**src/design/spo2_pkg.sv**
```systemverilog
`timescale 1ns / 1ps
// ----------------------------------------------------------------------------
// spo2_pkg: shared types and constants
// Controller states, datapath command/status structs, saturation table.
// ----------------------------------------------------------------------------
package spo2_pkg;

  localparam int SumW   = 44;
  localparam int LogW   = 25;   // signed Q8.16
  localparam int TblN   = 43;
  localparam int MantW  = 33;

  typedef enum logic [3:0] {
    ST_IDLE,
    ST_ACC,
    ST_DIV,
    ST_NORM,
    ST_LOG,
    ST_RDIV,
    ST_MAP,
    ST_OUT
  } state_t;

  typedef struct packed {
    logic clear;      // clear sums, counters, estimate and busy flags
    logic acc;        // accumulate held item
    logic div_start;  // start mean divisions
    logic norm;       // normalize both means
    logic log_step;   // one squaring step
    logic rdiv_start; // start ratio division
    logic map;        // map ratio to estimate and clear sums
  } cmd_t;

  typedef struct packed {
    logic est_due;    // accumulate step reached the beat target
    logic div_done;
    logic log_done;
    logic rdiv_done;
  } stat_t;

  function automatic logic [6:0] sat_lookup(input logic [5:0] idx);
    logic [6:0] v;
    begin
      if (idx < 6'd4)       v = 7'd100;
      else if (idx < 6'd10) v = 7'd99;
      else if (idx < 6'd15) v = 7'd98;
      else if (idx < 6'd21) v = 7'd97;
      else if (idx < 6'd27) v = 7'd96;
      else if (idx < 6'd33) v = 7'd95;
      else if (idx < 6'd38) v = 7'd94;
      else                  v = 7'd93;
      return v;
    end
  endfunction

endpackage

```
**src/design/spo2_ctrl.sv**
```systemverilog
`timescale 1ns / 1ps
// ----------------------------------------------------------------------------
// spo2_ctrl: sequencer
// Sequences accumulate, mean divide, normalize, log, ratio divide and map.
// ----------------------------------------------------------------------------
module spo2_ctrl (
  input  logic              clk,
  input  logic              rst_n,
  input  logic              start,
  input  logic              start_clear,
  input  logic              out_free,
  input  spo2_pkg::stat_t   stat,
  output spo2_pkg::cmd_t    cmd,
  output logic              busy,
  output logic              emit,
  output logic              fresh
);

  spo2_pkg::state_t state_r, state_nxt;
  logic fresh_r, fresh_nxt;

  always_ff @(posedge clk) begin
    if (!rst_n) begin
      state_r <= spo2_pkg::ST_IDLE;
      fresh_r <= 1'b0;
    end else begin
      state_r <= state_nxt;
      fresh_r <= fresh_nxt;
    end
  end

  always_comb begin
    state_nxt = state_r;
    fresh_nxt = fresh_r;
    cmd = '0;
    emit = 1'b0;
    busy = (state_r != spo2_pkg::ST_IDLE);
    unique case (state_r)
      spo2_pkg::ST_IDLE: begin
        if (start_clear) begin
          cmd.clear = 1'b1;
          fresh_nxt = 1'b0;
          state_nxt = spo2_pkg::ST_OUT;
        end else if (start) begin
          state_nxt = spo2_pkg::ST_ACC;
        end
      end
      spo2_pkg::ST_ACC: begin
        cmd.acc = 1'b1;
        if (stat.est_due) begin
          cmd.div_start = 1'b1;
          state_nxt = spo2_pkg::ST_DIV;
        end else begin
          fresh_nxt = 1'b0;
          state_nxt = spo2_pkg::ST_OUT;
        end
      end
      spo2_pkg::ST_DIV: if (stat.div_done) state_nxt = spo2_pkg::ST_NORM;
      spo2_pkg::ST_NORM: begin
        cmd.norm = 1'b1;
        state_nxt = spo2_pkg::ST_LOG;
      end
      spo2_pkg::ST_LOG: begin
        // all 16 fraction bits are registered before the ratio divide starts
        if (stat.log_done) begin
          cmd.rdiv_start = 1'b1;
          state_nxt = spo2_pkg::ST_RDIV;
        end else begin
          cmd.log_step = 1'b1;
        end
      end
      spo2_pkg::ST_RDIV: if (stat.rdiv_done) state_nxt = spo2_pkg::ST_MAP;
      spo2_pkg::ST_MAP: begin
        cmd.map = 1'b1;
        fresh_nxt = 1'b1;
        state_nxt = spo2_pkg::ST_OUT;
      end
      spo2_pkg::ST_OUT: begin
        if (out_free) begin
          emit = 1'b1;
          state_nxt = spo2_pkg::ST_IDLE;
        end
      end
      default: state_nxt = spo2_pkg::ST_IDLE;
    endcase
  end

  assign fresh = fresh_r;

endmodule

```
**config.mk**
```make
export PLATFORM = sky130hd
export DESIGN_NAME = spo2_ctrl
export DESIGN_NICKNAME = d
export VERILOG_FILES = /design/src/design/spo2_pkg.sv /design/src/design/spo2_ctrl.sv
export SDC_FILE = /design/constraint.sdc
export NUM_CORES = 1
export LEC_CHECK = 0
export ABC_AREA = 1
export BUFFER_PORTS_ARGS = -buffer_cell sky130_fd_sc_hd__buf_2
export CAP_MARGIN = 40
export CORE_AREA = 3 3 40 42
export DETAILED_ROUTE_END_ITERATION = 6
export DIE_AREA = 0 0 43 45
export PLACE_DENSITY = 0.58
export SYNTH_ARGS = -nofsm -noshare
export SYNTH_HDL_FRONTEND = slang
export SYNTH_SLANG_ARGS = --single-unit
```
**constraint.sdc**
```tcl
create_clock -name clk -period 1.2 [get_ports clk]
set_input_delay 0.12 -clock clk [delete_from_list [all_inputs] [get_ports clk]]
set_output_delay 0.12 -clock clk [all_outputs]
set_load 0.01 [all_outputs]
```
Yosys cells after proc, flatten, opt, wreduce, memory -nomap -nowiden
Index checks and enable logic that the tools add are counted.
{"block": "word_totals", "ff_bits": 5, "output_inout_bits": 10, "word_cells": 43}
{"block": "classes", "n_eq_ne": 14, "mux": 22, "n_reduce_logical": 5}
{"op": "one-hot mux 4 bit (8 select lines)", "count": 1}
{"op": "2-to-1 mux 4 bit", "count": 6}
{"op": "equality test 4 x 3 -> 1 bit, second input constant", "count": 4}
{"op": "!= test 2 bit, second input constant", "count": 6}
{"op": "2-to-1 mux 1 bit", "count": 11}
{"op": "equality test 4 x 2 -> 1 bit, second input constant", "count": 2}
{"op": "AND reduction 5 bit", "count": 1}
{"op": "equality test 4 x 1 -> 1 bit, second input constant", "count": 1}
{"op": "logical NOT 4 bit", "count": 1}
{"op": "2-to-1 mux 2 bit", "count": 2}
{"op": "nonzero test 4 bit", "count": 1}
{"op": "2-to-1 mux 3 bit", "count": 1}
{"op": "!= test 3 bit, second input constant", "count": 1}
{"op": "one-hot mux 1 bit (3 select lines)", "count": 1}
{"op": "AND reduction 3 bit", "count": 1}
{"op": "nonzero test 3 bit", "count": 1}

Longest topological paths before layout
{"block": "logic_depth", "depth_word": 3, "mapped_depth": 10, "ltp_nobuf": 9}

Worst setup path before layout
No wires, ideal clock.
{"block": "synth_path", "path_type": "reg2reg", "start": "register state_r[1]", "end": "register state_r[2]", "setup_ns": 0.070, "arrival_time_ns": 0.991, "required_ns": 1.130, "slack_ns": 0.140, "path_stages_with_launch": 9, "path_buffers": 1, "period_less_slack_ns": 1.060, "path_cell_list": "dfxtp_1 > buf_6 > inv_4 > nand2_2 > nor2_2 > nand2_1 > nand3_1 > nand3_1 > a21oi_1"}
{"block": "synth_between", "elab_chain_len": 3, "word_cells_on_any_way": 15, "cone_classes": "eq/ne (12); mux (1); reduce/logical (2)"}
{"element": "from (decl)", "line": "spo2_ctrl.sv:19", "source": "spo2_pkg::state_t state_r, state_nxt;"}
{"element": "from (signal assigned)", "line": "spo2_ctrl.sv:24", "source": "state_r <= spo2_pkg::ST_IDLE;"}
{"element": "from (signal assigned)", "line": "spo2_ctrl.sv:27", "source": "state_r <= state_nxt;"}
{"element": "equality test 4 x 2 -> 1 bit, or another cell as far along", "line": "spo2_ctrl.sv:38", "source": "unique case (state_r)"}
{"element": "!= test 2 bit (no line) or != test 3 bit (tied branches)"}
{"element": "AND reduction 5 bit (no line)"}
Several ways; a longest one is shown, not always the timed one.
A chain may end at the register's enable or synchronous reset.

==> run metrics <==
Worst-Margin Slew=276 ps; crit path cell chain=buf_12 -> inv_6 -> nor4_2 -> buf_2; Register-to-Register Path Depth=7; vias post-DR=499; Hold Crit Class=input pin to flip-flop; Rows=13; slowest CP cell=dfxtp_2; Clock transition at path regs=~40 ps; WL final=approximately 1.1 mm; global-route wire length before repair=1.83 mm; Area Overhead vs Synth=47.6%; Final #Nets=97; fin crit share=1.04; final setup vio count=3; die height=45 microns; outcome=finished with violations; minimum clock period=approximately 1200 ps; Yosys warnings=0; worst path required time=1080 ps; Tot GR Track Use=0.124; number of max-cap violations=0; number of diodes=0; full die area=1940 sq um; clock sink count=4; TritonCTS clock tree=built; DRT antenna net count=0; DRC=0; max-slew violation count=0; critical path class=flip-flop to output pin; hold buffers post-CTS=0; Clock Latency Late Sink=250 ps; Initial Util=0.338; CTS Buffer Depth=2; CTS H-tree depth=1; worst setup margin=-43.6 ps; violated checks=setup timing; Power Density=2520 nW/um^2; cell area after layout=around 640 sq um; Syn Area/Cell=7.00 sq um; Tot Pwr=1.62 mW; GRT overflow=0; CTS buffer count=3; CORE AREA=1280 sq um; routability-driven placement congestion ratio=0.844; critical path launch point type=flip-flop; CP endpoint kind=output pin; Ports=19; Final Hold Viols=0; sequential share of the synthesized area=0.184; Data arrival, critical path=1120 ps; DPL Wire Length=about 770 microns; fraction of final layout cells sized beyond drive strength 1=0.640; Post-Synthesis Cells=62; Placement Setup Slack=-101 ps; First DRT Iteration DRCs=11; largest net degree at the start of global routing=11; critical path peak fanout=9; Netlist cell types=20; f_max=between 0.8 and 0.9 GHz; Slew headroom=0.814; flops & latches, synth=4; Worst Skew=10.6 ps; max incr delay on CP=330 ps; via-per-instance ratio=4.94; IO buf count=18; Die Wd=between 40 and 50 microns; Leak Pwr=~0.35 nW; Root Driver=clkbuf_4; post-synth design cell area=approximately 430 sq um; routed len/inst=11.1 microns; Hold Path Depth=3; RSZ-0062 raised after global routing=yes; drt first pass iters=5; number of global-route vias before repair=449; Post-Place Cell Area=between 500 and 600 sq um; Net Count, Synth=71; antenna violations before repair=0; maximum VDD drop=915 uV
## routing by layer
| layer | wire [microns] | share of wire | global-route usage | up-vias |
|---|---|---|---|---|
| met3 | 97 | 0.086 | 0.0159 | 4 |
| met4 | 25 | 0.022 | 0.0723 | 0 |
| li1 | - | - | - | 242 |
| met2 | 566 | 0.50 | 0.219 | 27 |
| met5 | 0 | 0 | 0 | - |
| met1 | 437 | 0.39 | 0.144 | 226 |
## logic make-up (layout without fill, tap and decap cells)
| family | count (synthesis) | count (layout) | synth area share |
|---|---|---|---|
| and+or+nand+nor | 37 | 37 | 0.527 |
| DFF | 4 | 4 | 0.184 |
| buffers and inverters | 15 | 39 | 0.219 |
| AOI/OAI and AO/OA | 6 | 6 | 0.0692 |
## state kept, by name, indices dropped and copies added, names as in the netlist
| signal | flops |
|---|---|
| state_r | 3 |
| fresh | 1 |
## cell usage after synthesis
library cell | count | area share
nor2_2 | 4 | 0.058
nand2_1 | 6 | 0.052
inv_8 | 1 | 0.026
nand3_1 | 8 | 0.092
or2_2 | 1 | 0.014
nand3_4 | 1 | 0.040
dfxtp_1 | 4 | 0.18
nor2_4 | 4 | 0.10
a21oi_1 | 4 | 0.046
nor4_1 | 1 | 0.014
buf_4 | 1 | 0.017
nand4_1 | 1 | 0.014
nand2_4 | 1 | 0.026
nor2_1 | 5 | 0.043
nor3_1 | 1 | 0.012
o21ai_0 | 2 | 0.023
inv_4 | 2 | 0.029
inv_1 | 8 | 0.069
nand2_2 | 4 | 0.058
buf_6 | 3 | 0.078
## final timing paths
check / from / end / slack (ps)
worst min-delay path: rst_n / state_r[0]$_SDFFE_PN0P_ / 120
worst min register to register: fresh$_SDFFE_PN0P_ / fresh$_SDFFE_PN0P_ / 480
worst max register to register: state_r[2]$_SDFFE_PN0P_ / state_r[1]$_SDFFE_PN0P_ / -20
worst max-delay path: state_r[2]$_SDFFE_PN0P_ / cmd[1] / -40
## cell type report
type / count / area (sq um)
Fill cell: 125 / 644
Multi-Input combinational cell: 43 / 285
Timing Repair Buffer: 25 / 169
Sequential cell: 4 / 88.8
Inverter: 11 / 56.3
Clock buffer: 3 / 22.5
Tap cell: 15 / 18.8
## critical path: cells and delay by family, from the launching register on
family                 cells  cell delay, ps
buffers and inverters      3             340
DFF                        1             330
and+or+nand+nor            1             200
## power breakdown
part	switching, mW	internal [mW]
logic	0.583	0.520
clock network	0.0715	0.113
registers	0.122	0.207
total	0.776	0.840
## cell usage in the layout (no fill, tap or decap), types with 2 or more instances in the layout
cell | synthesis | routed
nand3_2 | 0 | 2
nor2_4 | 4 | 4
nor2_1 | 5 | 4
buf_2 | 0 | 17
nand2_1 | 6 | 6
o21ai_0 | 2 | 2
buf_4 | 1 | 4
buf_6 | 3 | 3
nand2_2 | 4 | 4
inv_1 | 8 | 8
a21oi_2 | 0 | 2
a21oi_1 | 4 | 2
nor2_2 | 4 | 5
dfxtp_4 | 0 | 2
nand3_1 | 8 | 6
clkbuf_4 | 0 | 3
## stage by stage
| stage | util | std cells | TNS, ps | hold WS, ps |
|---|---|---|---|---|
| final | 0.499 | 101 | -84.1 | 118 |
| after global routing | 0.499 | 101 | -548 | 149 |
| after CTS | 0.470 | 99 | -36.8 | 123 |
| after detailed placement | 0.406 | 92 | -253 | 379 |
| after global placement | 0.406 | 92 | -238 | 373 |
| after floorplan | - | 62 | 0 | 241 |
## repair_timing
| item | 4_1_cts | 5_1_grt |
|---|---|---|
| buffers inserted | 4 | 2 |
| pin swaps | 2 | 1 |
| endpoints found under the setup margin | 12 | 10 |
| resized for setup | 10 | 5 |
No activity file was read; power rests on OpenSTA's default activity.
